$ cat src/hw/rtl/bpc_pkg.sv
// Shared types, constants and pixel-combine functions for the bitplane to
// chunky pixel converter. No dependencies; every other file imports it.

package bpc_pkg;

  localparam logic [1:0] MODE_LOW  = 2'd0;
  localparam logic [1:0] MODE_MED  = 2'd1;
  localparam logic [1:0] MODE_HIGH = 2'd2;

  localparam int PLANES      = 4;
  localparam int PLANE_W     = 16;
  localparam int PIXEL_W     = 32;
  localparam int QUEUE_DEPTH_DEFAULT = 2;

  localparam logic [1:0] LAST_IDX_PLANES = 2'd3;
  localparam logic [1:0] LAST_IDX_LINES  = 2'd1;

  typedef logic [PLANE_W-1:0] plane_word_t;
  typedef logic [PIXEL_W-1:0] pixel_word_t;

  typedef struct packed {
    plane_word_t [PLANES-1:0] planes;
    logic                     two_line;
  } group_t;

  function automatic pixel_word_t combine_planes(plane_word_t [PLANES-1:0] pl,
                                                 logic [1:0] k);
    pixel_word_t word;
    logic [3:0]  pix;
    word = '0;
    for (int j = 0; j < 4; j++) begin
      pix = {k, 2'(j)};
      word[8*j +: 8] = {4'b0000, pl[3][pix], pl[2][pix], pl[1][pix], pl[0][pix]};
    end
    return word;
  endfunction

  function automatic pixel_word_t combine_lines(plane_word_t upper, plane_word_t lower,
                                                logic r);
    pixel_word_t word;
    logic [3:0]  b0;
    logic [3:0]  b1;
    word = '0;
    for (int j = 0; j < 4; j++) begin
      b0 = {r, 2'(j), 1'b0};
      b1 = {r, 2'(j), 1'b1};
      word[8*j +: 8] = {4'b0000, lower[b1], lower[b0], upper[b1], upper[b0]};
    end
    return word;
  endfunction

endpackage

$ cat src/hw/rtl/bpc_front.sv
// Front end: holds the display mode register, accepts input transactions and
// tags each group with its combine kind. Depends on bpc_pkg.

module bpc_front import bpc_pkg::*; (
  input  logic        clk,
  input  logic        rst_n,
  input  logic        cfg_write_en,
  input  logic [1:0]  cfg_write_data,
  input  logic        in_valid,
  output logic        in_ready,
  input  plane_word_t in_plane_word0,
  input  plane_word_t in_plane_word1,
  input  plane_word_t in_plane_word2,
  input  plane_word_t in_plane_word3,
  input  logic        q_full,
  output logic        q_push,
  output group_t      q_entry
);

  logic [1:0] display_mode_r;
  logic [1:0] display_mode_nxt;

  always_comb begin
    display_mode_nxt = display_mode_r;
    if (cfg_write_en) begin
      display_mode_nxt = cfg_write_data;
    end
  end

  always_ff @(posedge clk) begin
    if (!rst_n) begin
      display_mode_r <= MODE_LOW;
    end else begin
      display_mode_r <= display_mode_nxt;
    end
  end

  assign in_ready = !q_full;
  assign q_push   = in_valid && !q_full;

  always_comb begin
    q_entry.planes[0] = in_plane_word0;
    q_entry.planes[1] = in_plane_word1;
    q_entry.planes[2] = in_plane_word2;
    q_entry.planes[3] = in_plane_word3;
    // Any mode at or above high res uses the two-line combine.
    q_entry.two_line  = (display_mode_r >= MODE_HIGH);
  end

endmodule

$ cat src/hw/rtl/bpc_queue.sv
// Short queue of classified groups between the front and back ends.
// Depends on bpc_pkg.

module bpc_queue import bpc_pkg::*; #(
  parameter int DEPTH = QUEUE_DEPTH_DEFAULT
) (
  input  logic   clk,
  input  logic   rst_n,
  input  logic   push,
  input  group_t push_entry,
  input  logic   pop,
  output logic   full,
  output logic   valid,
  output group_t head
);

  localparam int AW = (DEPTH > 1) ? $clog2(DEPTH) : 1;
  localparam int CW = $clog2(DEPTH + 1);

  group_t        slots_r [DEPTH];
  logic [AW-1:0] wr_ptr_r, wr_ptr_nxt;
  logic [AW-1:0] rd_ptr_r, rd_ptr_nxt;
  logic [CW-1:0] count_r, count_nxt;
  logic          do_push, do_pop;

  assign full    = (count_r == CW'(DEPTH));
  assign valid   = (count_r != '0);
  assign head    = slots_r[rd_ptr_r];
  assign do_push = push && !full;
  assign do_pop  = pop && valid;

  always_comb begin
    wr_ptr_nxt = wr_ptr_r;
    rd_ptr_nxt = rd_ptr_r;
    count_nxt  = count_r;
    if (do_push) begin
      wr_ptr_nxt = (wr_ptr_r == AW'(DEPTH - 1)) ? '0 : wr_ptr_r + 1'b1;
    end
    if (do_pop) begin
      rd_ptr_nxt = (rd_ptr_r == AW'(DEPTH - 1)) ? '0 : rd_ptr_r + 1'b1;
    end
    if (do_push && !do_pop) begin
      count_nxt = count_r + 1'b1;
    end else if (do_pop && !do_push) begin
      count_nxt = count_r - 1'b1;
    end
  end

  always_ff @(posedge clk) begin
    if (!rst_n) begin
      wr_ptr_r <= '0;
      rd_ptr_r <= '0;
      count_r  <= '0;
    end else begin
      wr_ptr_r <= wr_ptr_nxt;
      rd_ptr_r <= rd_ptr_nxt;
      count_r  <= count_nxt;
    end
  end

  always_ff @(posedge clk) begin
    if (do_push) begin
      slots_r[wr_ptr_r] <= push_entry;
    end
  end

endmodule

$ cat src/hw/rtl/bpc_back.sv
// Back end: steps through the words of the current group, one per cycle
// unless out_ready stalls it, into an output register. Depends on bpc_pkg.

module bpc_back import bpc_pkg::*; (
  input  logic        clk,
  input  logic        rst_n,
  input  logic        q_valid,
  input  group_t      q_head,
  output logic        q_pop,
  output logic        out_valid,
  input  logic        out_ready,
  output pixel_word_t out_pixel_word,
  output logic        out_last_word
);

  group_t      cur_r, cur_nxt;
  logic        cur_valid_r, cur_valid_nxt;
  logic [1:0]  idx_r, idx_nxt;
  logic        out_valid_r, out_valid_nxt;
  pixel_word_t pixel_r, pixel_nxt;
  logic        last_r, last_nxt;
  logic        advance;
  logic        is_last;
  pixel_word_t word;

  assign advance = !out_valid_r || out_ready;
  assign is_last = cur_r.two_line ? (idx_r == LAST_IDX_LINES) : (idx_r == LAST_IDX_PLANES);
  assign word    = cur_r.two_line ? combine_lines(cur_r.planes[0], cur_r.planes[1], idx_r[0])
                                  : combine_planes(cur_r.planes, idx_r);
  assign q_pop   = q_valid && (!cur_valid_r || (advance && is_last));

  always_comb begin
    cur_nxt       = cur_r;
    cur_valid_nxt = cur_valid_r;
    idx_nxt       = idx_r;
    out_valid_nxt = out_valid_r;
    pixel_nxt     = pixel_r;
    last_nxt      = last_r;
    if (advance) begin
      out_valid_nxt = cur_valid_r;
      if (cur_valid_r) begin
        pixel_nxt = word;
        last_nxt  = is_last;
        if (is_last) begin
          cur_valid_nxt = 1'b0;
          idx_nxt       = '0;
        end else begin
          idx_nxt = idx_r + 1'b1;
        end
      end
    end
    if (q_pop) begin
      cur_nxt       = q_head;
      cur_valid_nxt = 1'b1;
      idx_nxt       = '0;
    end
  end

  always_ff @(posedge clk) begin
    if (!rst_n) begin
      cur_valid_r <= 1'b0;
      idx_r       <= '0;
      out_valid_r <= 1'b0;
    end else begin
      cur_valid_r <= cur_valid_nxt;
      idx_r       <= idx_nxt;
      out_valid_r <= out_valid_nxt;
    end
  end

  always_ff @(posedge clk) begin
    cur_r   <= cur_nxt;
    pixel_r <= pixel_nxt;
    last_r  <= last_nxt;
  end

  assign out_valid      = out_valid_r;
  assign out_pixel_word = pixel_r;
  assign out_last_word  = last_r;

endmodule

$ cat src/hw/rtl/bitplane_to_chunky_pixels_unit.sv
// Top level of the bitplane to chunky pixel converter.
// Depends on bpc_pkg, bpc_front, bpc_queue and bpc_back.

// Each input transaction carries one 16-pixel group of four plane words and
// yields four 32-bit pixel words in low and medium res, or two in high res
// and the unused mode value, with the final word of each group marked by
// out_last_word. The back end emits one pixel word per cycle into its output
// register unless out_ready stalls it; input transactions are taken into a
// queue of QUEUE_DEPTH groups while earlier groups drain, and a group then
// passes through the current-group register to the output register.
// The display mode is sampled per group when it is accepted.

module bitplane_to_chunky_pixels_unit import bpc_pkg::*; #(
  parameter int QUEUE_DEPTH = QUEUE_DEPTH_DEFAULT
) (
  input  logic        clk,
  input  logic        rst_n,
  input  logic        cfg_write_en,
  input  logic [1:0]  cfg_write_data,
  input  logic        in_valid,
  output logic        in_ready,
  input  plane_word_t in_plane_word0,
  input  plane_word_t in_plane_word1,
  input  plane_word_t in_plane_word2,
  input  plane_word_t in_plane_word3,
  output logic        out_valid,
  input  logic        out_ready,
  output pixel_word_t out_pixel_word,
  output logic        out_last_word
);

  logic   q_full, q_push, q_valid, q_pop;
  group_t q_entry, q_head;

  bpc_front u_front (
    .clk            (clk),
    .rst_n          (rst_n),
    .cfg_write_en   (cfg_write_en),
    .cfg_write_data (cfg_write_data),
    .in_valid       (in_valid),
    .in_ready       (in_ready),
    .in_plane_word0 (in_plane_word0),
    .in_plane_word1 (in_plane_word1),
    .in_plane_word2 (in_plane_word2),
    .in_plane_word3 (in_plane_word3),
    .q_full         (q_full),
    .q_push         (q_push),
    .q_entry        (q_entry)
  );

  bpc_queue #(.DEPTH(QUEUE_DEPTH)) u_queue (
    .clk        (clk),
    .rst_n      (rst_n),
    .push       (q_push),
    .push_entry (q_entry),
    .pop        (q_pop),
    .full       (q_full),
    .valid      (q_valid),
    .head       (q_head)
  );

  bpc_back u_back (
    .clk            (clk),
    .rst_n          (rst_n),
    .q_valid        (q_valid),
    .q_head         (q_head),
    .q_pop          (q_pop),
    .out_valid      (out_valid),
    .out_ready      (out_ready),
    .out_pixel_word (out_pixel_word),
    .out_last_word  (out_last_word)
  );

endmodule

$ cat config.mk
export PLATFORM = sky130hd
export DESIGN_NAME = bitplane_to_chunky_pixels_unit
export DESIGN_NICKNAME = d
export VERILOG_FILES = /design/src/hw/rtl/bpc_pkg.sv /design/src/hw/rtl/bpc_front.sv /design/src/hw/rtl/bpc_queue.sv /design/src/hw/rtl/bpc_back.sv /design/src/hw/rtl/bitplane_to_chunky_pixels_unit.sv
export SDC_FILE = /design/constraint.sdc
export NUM_CORES = 1
export LEC_CHECK = 0
export BUFFER_PORTS_ARGS = -buffer_cell sky130_fd_sc_hd__buf_4
export CELL_PAD_IN_SITES_DETAIL_PLACEMENT = 0
export CELL_PAD_IN_SITES_GLOBAL_PLACEMENT = 2
export CORE_MARGIN = 5
export CORE_UTILIZATION = 43
export CTS_BUF_LIST = sky130_fd_sc_hd__clkbuf_16
export DETAILED_ROUTE_END_ITERATION = 10
export PLACE_DENSITY_LB_ADDON = 0.1
export SYNTH_ARGS = -nofsm -noshare
export SYNTH_HDL_FRONTEND = slang
export SYNTH_SLANG_ARGS = --single-unit
$ cat constraint.sdc
create_clock -name clk -period 5.05 [get_ports clk]
set_clock_uncertainty 0.05 [all_clocks]
set_input_delay 0.505 -clock clk [delete_from_list [all_inputs] [get_ports clk]]
set_output_delay 0.505 -clock clk [all_outputs]
set_load 0.02 [all_outputs]
After elaboration in Yosys (flattened, before gate mapping)
Memories as Yosys holds them, arrays and structs flattened. A register that Yosys moved wholly into a read port is not among the register bits.
Index checks and enable logic that the tools add are counted.
{"block": "word_totals", "out_inout_bits": 35, "inputBits": 71, "wordCells": 128, "mem_bits_rw": 130, "ff_bits": 43, "mem_count": 1}
{"block": "classes", "n_mux": 77, "magnitude_cmp": 13, "eq_ne": 3, "reduce_logical": 19, "n_addsub": 5, "bitwise_logic": 1}
{"memory": "u_queue.slots_r", "depth": 2, "width": 65, "read_ports": 1, "rd_clocked_by_memory_dff": 1, "write_ports": 1, "line": "bpc_queue.sv:20", "text": "group_t slots_r [DEPTH];"}
{"operator": "less-than comparator 4 x 5 -> 1 bit (second input constant)", "count": 12}
{"operator": "2-to-1 mux 1 bit", "count": 57}
{"operator": "binary-select mux 1 bit (select 2 bit)", "count": 16}
{"operator": "2-to-1 mux 28 bit", "count": 1}
{"operator": "logical AND 1 bit", "count": 7}
{"operator": "2-to-1 mux 2 bit", "count": 3}
{"operator": "nonzero test 2 bit", "count": 3}
{"operator": "zero test 1 bit", "count": 5}
{"operator": "adder 2 x 1 -> 2 bit (second input constant)", "count": 2}
{"operator": "equality test 2 bit (second input constant)", "count": 2}
{"operator": "adder 1 bit (second input constant)", "count": 2}
{"operator": "equality test 2 x 1 -> 1 bit (second input constant)", "count": 1}
{"operator": "greater-or-equal comparator 2 bit (second input constant)", "count": 1}
{"operator": "logical OR 1 bit", "count": 2}
{"operator": "AND reduction 2 bit", "count": 1}
{"operator": "OR reduction 2 bit", "count": 1}
{"operator": "subtractor 2 x 1 -> 2 bit (second input constant)", "count": 1}
{"operator": "inverter 1 bit", "count": 1}

Longest topological paths before layout
Gate-level depths: netlist of run 1.
{"block": "depth", "word_depth": 9, "mapped_depth": 9, "ltp_nobuf": 8}

Hierarchy
From an unflattened synthesis of run 1, not the netlist that was laid out.
{"block": "unflattened", "cells_unflattened": 516, "area_unflattened_um2": 9102.5}
{"mod": "bpc_queue", "seq_area_each_um2": 4003.8, "cells_per_inst": 227, "area_each_um2": 4941.0, "n_inst": 1}
{"mod": "bpc_back", "seq_area_each_um2": 2542.4, "cells_per_inst": 219, "area_each_um2": 3631.0, "n_inst": 1}
{"mod": "bpc_front", "seq_area_each_um2": 20.0, "cells_per_inst": 70, "area_each_um2": 530.5, "n_inst": 1}

Least setup slack after synthesis of run 1
No wires, ideal clock.
{"block": "synth_timing", "kind": "reg-to-reg", "startpoint": "register u_queue.count_r[0]", "endpoint": "memory u_queue.slots_r[0][0] (netlist name), enable pin", "arrival_time_ns": 3.506, "path_buffers": 0, "path_slack_ns": 1.006, "path_stages_with_launch": 4, "required_ns": 4.512, "period_less_slack_ns": 4.044, "setup_ns": 0.488, "cell_sequence": "dfxtp_1 -> nand2b_1 -> nand2_1 -> nor2_1"}
{"block": "synth_via", "elab_chain_cells": 6}
{"item": "start: declaration", "line": "bpc_queue.sv:23", "text": "logic [CW-1:0] count_r, count_nxt;"}
{"item": "start signal: assignment", "line": "bpc_queue.sv:57", "text": "count_r <= count_nxt;"}
{"item": "equality test 2 bit (*)", "line": "bpc_queue.sv:26", "text": "assign full = (count_r == CW'(DEPTH));"}
{"item": "zero test 1 bit (*)"}
{"item": "net in_ready", "line": "bitplane_to_chunky_pixels_unit.sv:21", "text": "output logic in_ready,"}
{"item": "logical AND 1 bit", "line": "bpc_front.sv:39", "text": "assign q_push = in_valid && !q_full;"}
{"item": "logical AND 1 bit (*)", "line": "bpc_queue.sv:29", "text": "assign do_push = push && !full;"}
{"item": "2-to-1 mux 1 bit (*)", "line": "bpc_queue.sv:62", "text": "if (do_push) begin"}
{"item": "2-to-1 mux 1 bit (implied by the code) (*)", "line": "bpc_queue.sv:63", "text": "slots_r[wr_ptr_r] <= push_entry;"}
{"item": "end: declaration", "line": "bpc_queue.sv:20"}
Mark *: on every way through the listed nets, which the timed path passes. The rest lies on a longest branch.

Worst setup path in the final report of run 1
{"block": "layout_timing", "startpoint": "register, netlist name u_back.cur_r[0]", "endpoint": "register, netlist name u_back.cur_r[56]"}
{"block": "layout_via", "elab_chain_cells": 4}
{"item": "2-to-1 mux 1 bit", "line": "bpc_back.sv:27", "text": "assign is_last = cur_r.two_line ? (idx_r == LAST_IDX_LINES) : (idx_r == LAST_IDX_PLANES);"}
{"item": "logical AND 1 bit", "line": "bpc_back.sv:30", "text": "assign q_pop = q_valid && (!cur_valid_r || (advance && is_last));"}
{"item": "logical OR 1 bit", "line": "bpc_back.sv:30"}
{"item": "logical AND 1 bit", "line": "bpc_back.sv:30"}
{"item": "net q_pop", "line": "bitplane_to_chunky_pixels_unit.sv:32", "text": "logic q_full, q_push, q_valid, q_pop;"}
The timed path passes the listed nets, and every way through them passes these cells.
A chain may end at the register's enable or synchronous reset.

==> results.cfg, run 1 <==
[cells_and_area]
seqCellArea_um2 = 6550
area_growth_pct = 19.8
layout-drive-gt1-share = 0.309
nets = 620
multi_input_area_um2 = 1730
fill_cells = 1593
insertedDiodeCount = 0

[drt]
drt_iter0_markers = 203
postRouteAntennaNets = 0
routedWlPerCell_um = 18.4
post-route-drc-count = 0
vias = 4020
via_per_inst = 4.85
drt-total-wl_mm = 15.2
first_pass_iters = 4

[sta]
period_needed_ps = 2660
max-slew-margin-rel = 0.274
tns_ps = 0
hold_viol_final = 0
fin_ws_ps = 2390
rsz0062_at_grt = no
fmax_mhz = 375
finalCritPeriodShare = 0.528
setup_violations = 0
tightest_slew_ps = 1090
slew_violations = 0

[grt]
grt_max_degree = 67
grt_overflow = 0
grt_pass1_wl_mm = 23.8
grt_antenna_before_repair = 0
grt_use_total = 0.136
grt_pass1_vias = 4364

[run_status]
status = complete, no violations

[power_and_ir_drop]
cellPowerDensity_nw_per_um2 = 580
power.leakage_nw = 3.53
irDropWorstVdd_mv = 0.312

[yosys]
async_reset_ff_frac = 0
synth.area.top_cells = edfxtp_1 75%, mux2_2 4.8%, mux2_1 4.4%
synth_common_cells = 212 x edfxtp_1, 36 x mux2_2, 33 x mux2_1
netlist_area_um2 = 8450
yosys.cell_count.top_type = edfxtp_1
seq_area_frac_synth = 0.775
synth_ff_type = edfxtp_1
synth_edf_count = 212
synthCells = 450
synth_top_area_frac = 0.753
yosysTopAreaCell = edfxtp_1
postSynthAreaPerCell_um2 = 18.8
yosysWarnings = 0
synth_cell_types = 32
synth_seq_cells = 221

[place]
numPortBuffers = 88
place.gp.congestion = 0.740
place_ws_ps = 2290
hpwl_mm = 9.34

[clocking]
cts_hold_buf = 0
cts_buffers = 23
htree_num_levels = 1
postCtsSetupBuffers = 0
clk_latency_ps = 510
post_cts_resized = 0
clkTransAtPathRegs_ps = 60
cts-root-buf = clkbuf_16
cts_tree = done
cts_buffer_depth = 3
numClockSinks = 221

[run]
max-cap-violations = 0

[critical_path]
worstSetupPathType = reg -> reg
startpoint_type = flop
end_kind = flop
cp.required_ps = 5140
crit_fanout = 66
cp.arrival_ps = 2750

[die]
die-area_um2 = 22600
initial_utilization = 0.436
die_w_um = 150
row_count = 51
fp.dieH_um = 150
io_pins = 106
core_area_um2 = 19400

[worst_hold_path]
worstHoldPathType = in -> reg
[worst max-delay path, stage by stage, from the launching register on]
cell	delay (ps)
edfxtp_1	870
xnor2_1	230
a21o_1	250
a21oi_4	110
buf_4	660
[report_power, final]
part	switching, mW	internal (mW)
Sequential	0.248	2.69
Combinational	0.699	0.508
Clock	0.684	1.04
[metal layers]
metal | vias up | GRT usage | share of wire
met3 | 24 | 0.0316 | 0.050
met2 | 94 | 0.228 | 0.49
met1 | 1991 | 0.184 | 0.44
met4 | 0 | 0.0302 | 0.019
met5 | - | 0 | 0
li1 | 1911 | - | -
[layout make-up]
cell class                      count  share of cell area
Sequential cell                   221               0.647
Multi-Input combinational cell    204               0.170
Timing Repair Buffer               94              0.0717
Clock buffer                       23              0.0568
Tap cell                          265              0.0327
Clock inverter                     18              0.0200
Inverter                            4             0.00148
[registers in the layout, indices dropped and copies added, names as in the netlist]
| name | flops |
|---|---|
| u_queue.slots_r | 130 |
| u_back.cur_r | 65 |
| u_back.out_pixel_word | 16 |
| u_back.idx_r | 2 |
| u_queue.count_r | 2 |
| u_back.cur_valid_r | 1 |
| u_back.out_last_word | 1 |
| u_back.out_valid | 1 |
| u_front.display_mode_r | 1 |
| u_queue.rd_ptr_r | 1 |
| u_queue.wr_ptr_r | 1 |
[final timing paths]
| check | depth (start not counted) | from | to | slack [ps] |
|---|---|---|---|---|
| setup / recovery | 4 | u_back.cur_r[0] | u_back.cur_r[56] | 2390 |
| hold / removal | 1 | in_plane_word2[10] | u_queue.slots_r[1][43] | 120 |
| setup reg to reg | 4 | u_back.cur_r[0] | u_back.cur_r[56] | 2390 |
| hold reg to reg | 0 | u_front.display_mode_r[1] | u_queue.slots_r[0][0] | 420 |
[cell usage in the layout, fill, tap and decap left out, types with 9 or more instances in the layout]
cell type  count
mux2_2        36
buf_4         93
nand2_1       10
and2_1         9
mux2i_1       23
conb_1        16
a21oi_1       14
edfxtp_1     212
mux2_1        33
o221ai_1      11
clkbuf_16     23
[stage by stage]
stage           util  total power [mW]  cells  hold WS (ps)  cell area [µm²]
3_3_place_gp   0.480              4.18    787           386             9320
4_1_cts        0.521              5.95    828          94.5            10100
2_1_floorplan      -              3.76    465           408             8510
5_1_grt        0.522              6.17    829          90.5            10100
3_5_place_dp   0.480              4.21    787           409             9320
6_report       0.522              5.87    829           119            10100
[cell families (layout without fill, tap and decap cells)]
family	after synthesis	count (layout)	share of synthesized area
DFF	221	221	0.775
muxes	96	96	0.130
and+or+nand+nor	46	46	0.0287
AOI/OAI and AO/OA	41	41	0.0309
buffers and inverters	40	139	0.0298
xor gates and xnor gates	4	4	0.00415
adders and majority gates	1	1	0.00148
other	1	16	0.000444
(Power assumes the default switching activity.)
==> inputs of run 2 (changes only) <==
clock period = 2.5 ns   (was 5.05 ns; I/O delays follow)
==> run 2 against run 1 <==
Sequential share of layout area decreased by 4.2 points. Combinational power increased by 130%. Register-to-register slack got worse by 1800 ps. Fmax increased by 37%. Cell count increased by 9.0%. Design area increased by 6.9%. Sequential power increased by 96%. Critical path depth increased by 3. Critical path type unchanged. Highest routed layer unchanged.
==> results.cfg, run 2 (same netlist as run 1, synthesis figures left out) <==
[place]
place_ws_ps = 568
dp.cells = 794
place_area_um2 = 9410
numPortBuffers = 88
place.gp.congestion = 0.735
hpwl_mm = 9.12

[grt]
grt_overflow = 0
grt_use_total = 0.140
grt_antenna_before_repair = 0
grt_pass1_wl_mm = 24.4
grt_pass1_vias = 4498
grt_max_degree = 67

[die]
core_area_um2 = 19400
die-area_um2 = 22600
row_count = 51
die_w_um = 150
fp.dieH_um = 150
io_pins = 106
initial_utilization = 0.436

[sta]
hold_viol_final = 0
fmax_mhz = 513
fin_ws_ps = 551
period_needed_ps = 1950
setup_violations = 0
holdWs_ps = 85.7
slew_violations = 0
rsz0062_at_grt = no
finalCritPeriodShare = 0.779
max-slew-margin-rel = 0.634
tightest_slew_ps = 549

[worst_hold_path]
worstHoldPathType = in -> reg

[clocking]
clk_latency_ps = 500
cts_buffer_depth = 3
cts-root-buf = clkbuf_16
htree_num_levels = 1
clkTransAtPathRegs_ps = 60
cts_buffers = 24
post_cts_resized = 0
cts_tree = done
numClockSinks = 221

[critical_path]
cp.required_ps = 2880
cp.arrival_ps = 2330
cp-startpoint = u_back.cur_r[0]
crit_end = u_queue.count_r[1]
startpoint_type = flop
worstSetupPathType = reg -> reg
crit_fanout = 3
end_kind = flop
r2r-start = u_back.cur_r[0]
regToRegSetupSlack_ps = 550
reg2reg_to = u_queue.count_r[1]
reg2reg_depth = 7

[drt]
vias = 4275
routedWlPerCell_um = 17.3
via_per_inst = 4.73
post-route-drc-count = 0
drt_iter0_markers = 195
drt-total-wl_mm = 15.6
postRouteAntennaNets = 0
first_pass_iters = 4

[run_status]
status = complete, no violations

[cells_and_area]
seqCellArea_um2 = 6550
nets = 694
area_growth_pct = 28.0
final_cell_mix = 212 x edfxtp_1, 97 x buf_4, 67 x dlygate4sd3_1
multi_input_area_um2 = 1730
fin_cells = 904
final_cell_area_um2 = 10800
fill_cells = 1529
largest_reg_flops = 130
top_register = u_queue.slots_r
insertedDiodeCount = 0
layout-drive-gt1-share = 0.282
final_common_cell = edfxtp_1

[power_and_ir_drop]
irDropWorstVdd_mv = 0.515
power.leakage_nw = 3.85
cellPowerDensity_nw_per_um2 = 1090

[run]
max-cap-violations = 0
[run 2: cell types whose count changed in the layout (fill, tap and decap cells not counted)]
cell,previous run,this run
buf_16,1,0
clkinv_1,4,3
buf_4,93,97
clkinvlp_4,2,0
inv_8,0,1
clkbuf_16,23,25
buf_12,0,3
clkinv_2,5,7
inv_1,6,9
clkinv_4,0,1
bufinv_16,4,1
inv_16,1,0
dlygate4sd3_1,0,67
[run 2: final cells by class]
type                       instances  area share
timing repair buffer             167       0.135
tap                              265      0.0306
multi-input combinational        204       0.159
clock buffer                      25      0.0578
clock inverter                    18      0.0106
sequential                       221       0.605
inverter                           4     0.00139
[run 2: timing repair]
item,4_1_cts,5_1_grt
hold buffers,67,0
buffers inserted,0,0
endpoints found under the hold margin,133,0
endpoints found under the setup margin,0,0
[run 2: where the power goes]
part / internal, mW / switching (mW) / leakage, nW
Combinational: 1.16 / 1.61 / 1.40
Clock: 1.91 / 1.35 / 0.391
Sequential: 5.43 / 0.326 / 2.06
[run 2: routing by layer]
layer / track usage / wire length, µm
met1: 0.190 / 7110
met2: 0.233 / 7560
met3: 0.0268 / 699
met4: 0.0357 / 255
met5: 0 / 0
[run 2: critical path: stages, from the launching register on]
cell and delay, ps:
edfxtp_1 410, xnor2_1 180, a21o_1 220, a21oi_4 150, inv_1 60, ha_1 310
or3_1 370, a21oi_1 130
[run 2: per-stage QoR]
stage                     power [mW]   util  setup TNS (ps)
after global placement          8.54  0.485               0
final                           11.8  0.558               0
after detailed placement        8.59  0.485               0
after floorplan                 7.58      -            -804
after global routing            12.4  0.558               0
after CTS                       12.0  0.558               0
[run 2: worst min path at each step]
stage,startpoint,to,slack (ps),cells past startpoint
5_1_grt,out_ready,u_back.out_valid,80,3
6_report,out_ready,u_back.out_valid,90,3
3_3_place_gp,in_plane_word2[6],u_queue.slots_r[0][39],380,1
3_5_place_dp,in_plane_word2[7],u_queue.slots_r[1][40],390,1
2_1_floorplan,in_plane_word0[9],u_queue.slots_r[0][10],300,0
4_1_cts,out_ready,u_back.out_valid,70,3
==> inputs of run 3 (changes only) <==
CORE_UTILIZATION = 39   (was 43)
clock period = 1.7 ns   (was 2.5 ns; I/O delays follow)
==> run 3 against run 2 <==
The flow now finishes with violations (negative setup slack). First-iteration DRC count is 29% lower. Design area rose by 3.7%. Cell count is 3.8% higher. Sequential share of layout area fell by 2.2 points. Power grew 55%. Critical endpoint unchanged. Highest routed layer unchanged.
==> results.cfg, run 3 (same netlist as run 1, synthesis figures left out) <==
[critical_path]
cp.arrival_ps = 2200
startpoint_type = flop
cp.required_ps = 2090
crit_fanout = 2
worstSetupPathType = reg -> reg
end_kind = flop

[power_and_ir_drop]
irDropWorstVdd_mv = 0.760
clkPwrFrac = 0.270
power.leakage_nw = 4.01
switching_share = 0.277
p_int_mw = 13.2
p_switching_mw = 5.06
cellPowerDensity_nw_per_um2 = 1630
seqPwrFrac = 0.464
pwr-share-comb = 0.266

[place]
hpwl_mm = 10.4
place_area_um2 = 9650
numPortBuffers = 88
place.gp.congestion = 0.738

[cells_and_area]
final_cell_area_um2 = 11200
final_common_cell = edfxtp_1
final_cell_mix = 212 x edfxtp_1, 104 x buf_4, 71 x dlygate4sd3_1
final_core_util = 0.531
largest_reg_flops = 130
insertedDiodeCount = 0
fill_cells = 1745
area_growth_pct = 32.8
layout-drive-gt1-share = 0.303
top_register = u_queue.slots_r
nets = 717

[die]
fp.dieH_um = 157
row_count = 53
io_pins = 106
die_w_um = 157
die-area_um2 = 24700
core_area_um2 = 21200
initial_utilization = 0.399

[drt]
drt-total-wl_mm = 16.5
vias = 4396
drt_iter0_markers = 138
via_per_inst = 4.69
post-route-drc-count = 0
postRouteAntennaNets = 0
routedWlPerCell_um = 17.6
first_pass_iters = 4

[clocking]
cts_tree = done
postCtsSetupBuffers = 0
htree_num_levels = 1
clk_latency_ps = 510
cts_buffers = 24
numClockSinks = 221
clkTransAtPathRegs_ps = 60
cts-root-buf = clkbuf_16
cts_buffer_depth = 3

[run_status]
failed_checks = negative setup slack
status = finished, violations left

[worst_hold_path]
worstHoldPathType = in -> reg

[grt]
grt_pass1_vias = 4606
grt_antenna_before_repair = 0
grt_overflow = 0
grt_use_total = 0.135
grt_pass1_wl_mm = 25.8
grt_max_degree = 49

[sta]
rsz0062_at_grt = yes
finalCritPeriodShare = 1.07
hold_viol_final = 0
fin_ws_ps = -115
slew_violations = 0
fmax_mhz = 551
period_needed_ps = 1820
setup_violations = 21

[run]
max-cap-violations = 0
## run 3: cell types whose count changed in the layout (fill, tap and decap cells not counted), moves of 2 or more
cell | previous run | this run
buf_12 | 3 | 10
clkinv_1 | 3 | 7
dlygate4sd3_1 | 67 | 71
buf_4 | 97 | 104
clkbuf_16 | 25 | 27
clkinv_2 | 7 | 3
buf_6 | 0 | 2
## run 3: per-layer routing
metal,global-route usage,vias up,part of all wire
li1,-,2106,-
met1,0.194,2156,0.46
met2,0.216,106,0.47
met3,0.0247,28,0.055
met4,0.0324,0,0.016
met5,0,-,0
## run 3: worst max-delay path: stages, from the launching register on
cell and delay (ps):
edfxtp_1 420, xnor2_2 160, a21o_1 190, a21oi_4 130, inv_2 60, ha_4 160, xor2_2 140, or3_1 310
a21oi_1 130
## run 3: cell type report
type,count,area (µm²),area share
Timing Repair Buffer,190,1790,0.160
Multi-Input combinational cell,204,1770,0.157
Sequential cell,221,6550,0.583
Inverter,4,15.0,0.00134
Clock buffer,25,626,0.0557
Clock inverter,19,131,0.0117
Tap cell,275,344,0.0307
## run 3: power by group through the flow
stage	sequential, mW	combinational, mW	clock, mW
3_3_place_gp	8.55	4.43	0
5_1_grt	8.61	5.30	5.32
6_report	8.46	4.86	4.92
4_1_cts	8.49	4.72	5.08
2_1_floorplan	8.62	2.54	0
3_5_place_dp	8.59	4.48	0
## run 3: what timing repair did
item / CTS / global route
cloned: 0 / 2
gates resized for setup: 5 / 6
pin swaps: 3 / 1
endpoints found under the hold margin: 133 / 0
endpoints found under the setup margin: 28 / 70
hold buffers: 71 / 0
## run 3: through the flow
step                      total power, mW  instances  hold WS, ps  worst slack [ps]  TNS [ps]
after floorplan                      11.2        465          219             -1290    -77040
after global placement               13.0        821          304              -124      -986
after detailed placement             13.1        821          307              -181     -2200
after CTS                            18.3        936         58.5              -101      -101
after global routing                 19.2        938          108              -153     -2640
final                                18.2        938         62.6              -115      -275
## run 3: final timing paths
check / startpoint / end / slack (ps) / depth (start not counted)
setup / recovery: u_back.cur_r[0] / u_queue.count_r[1] / -120 / 8
hold / removal: out_ready / u_back.out_valid / 60 / 4
setup reg to reg: u_back.cur_r[0] / u_queue.count_r[1] / -120 / 8
hold reg to reg: u_front.display_mode_r[1] / u_queue.slots_r[0][0] / 440 / 0
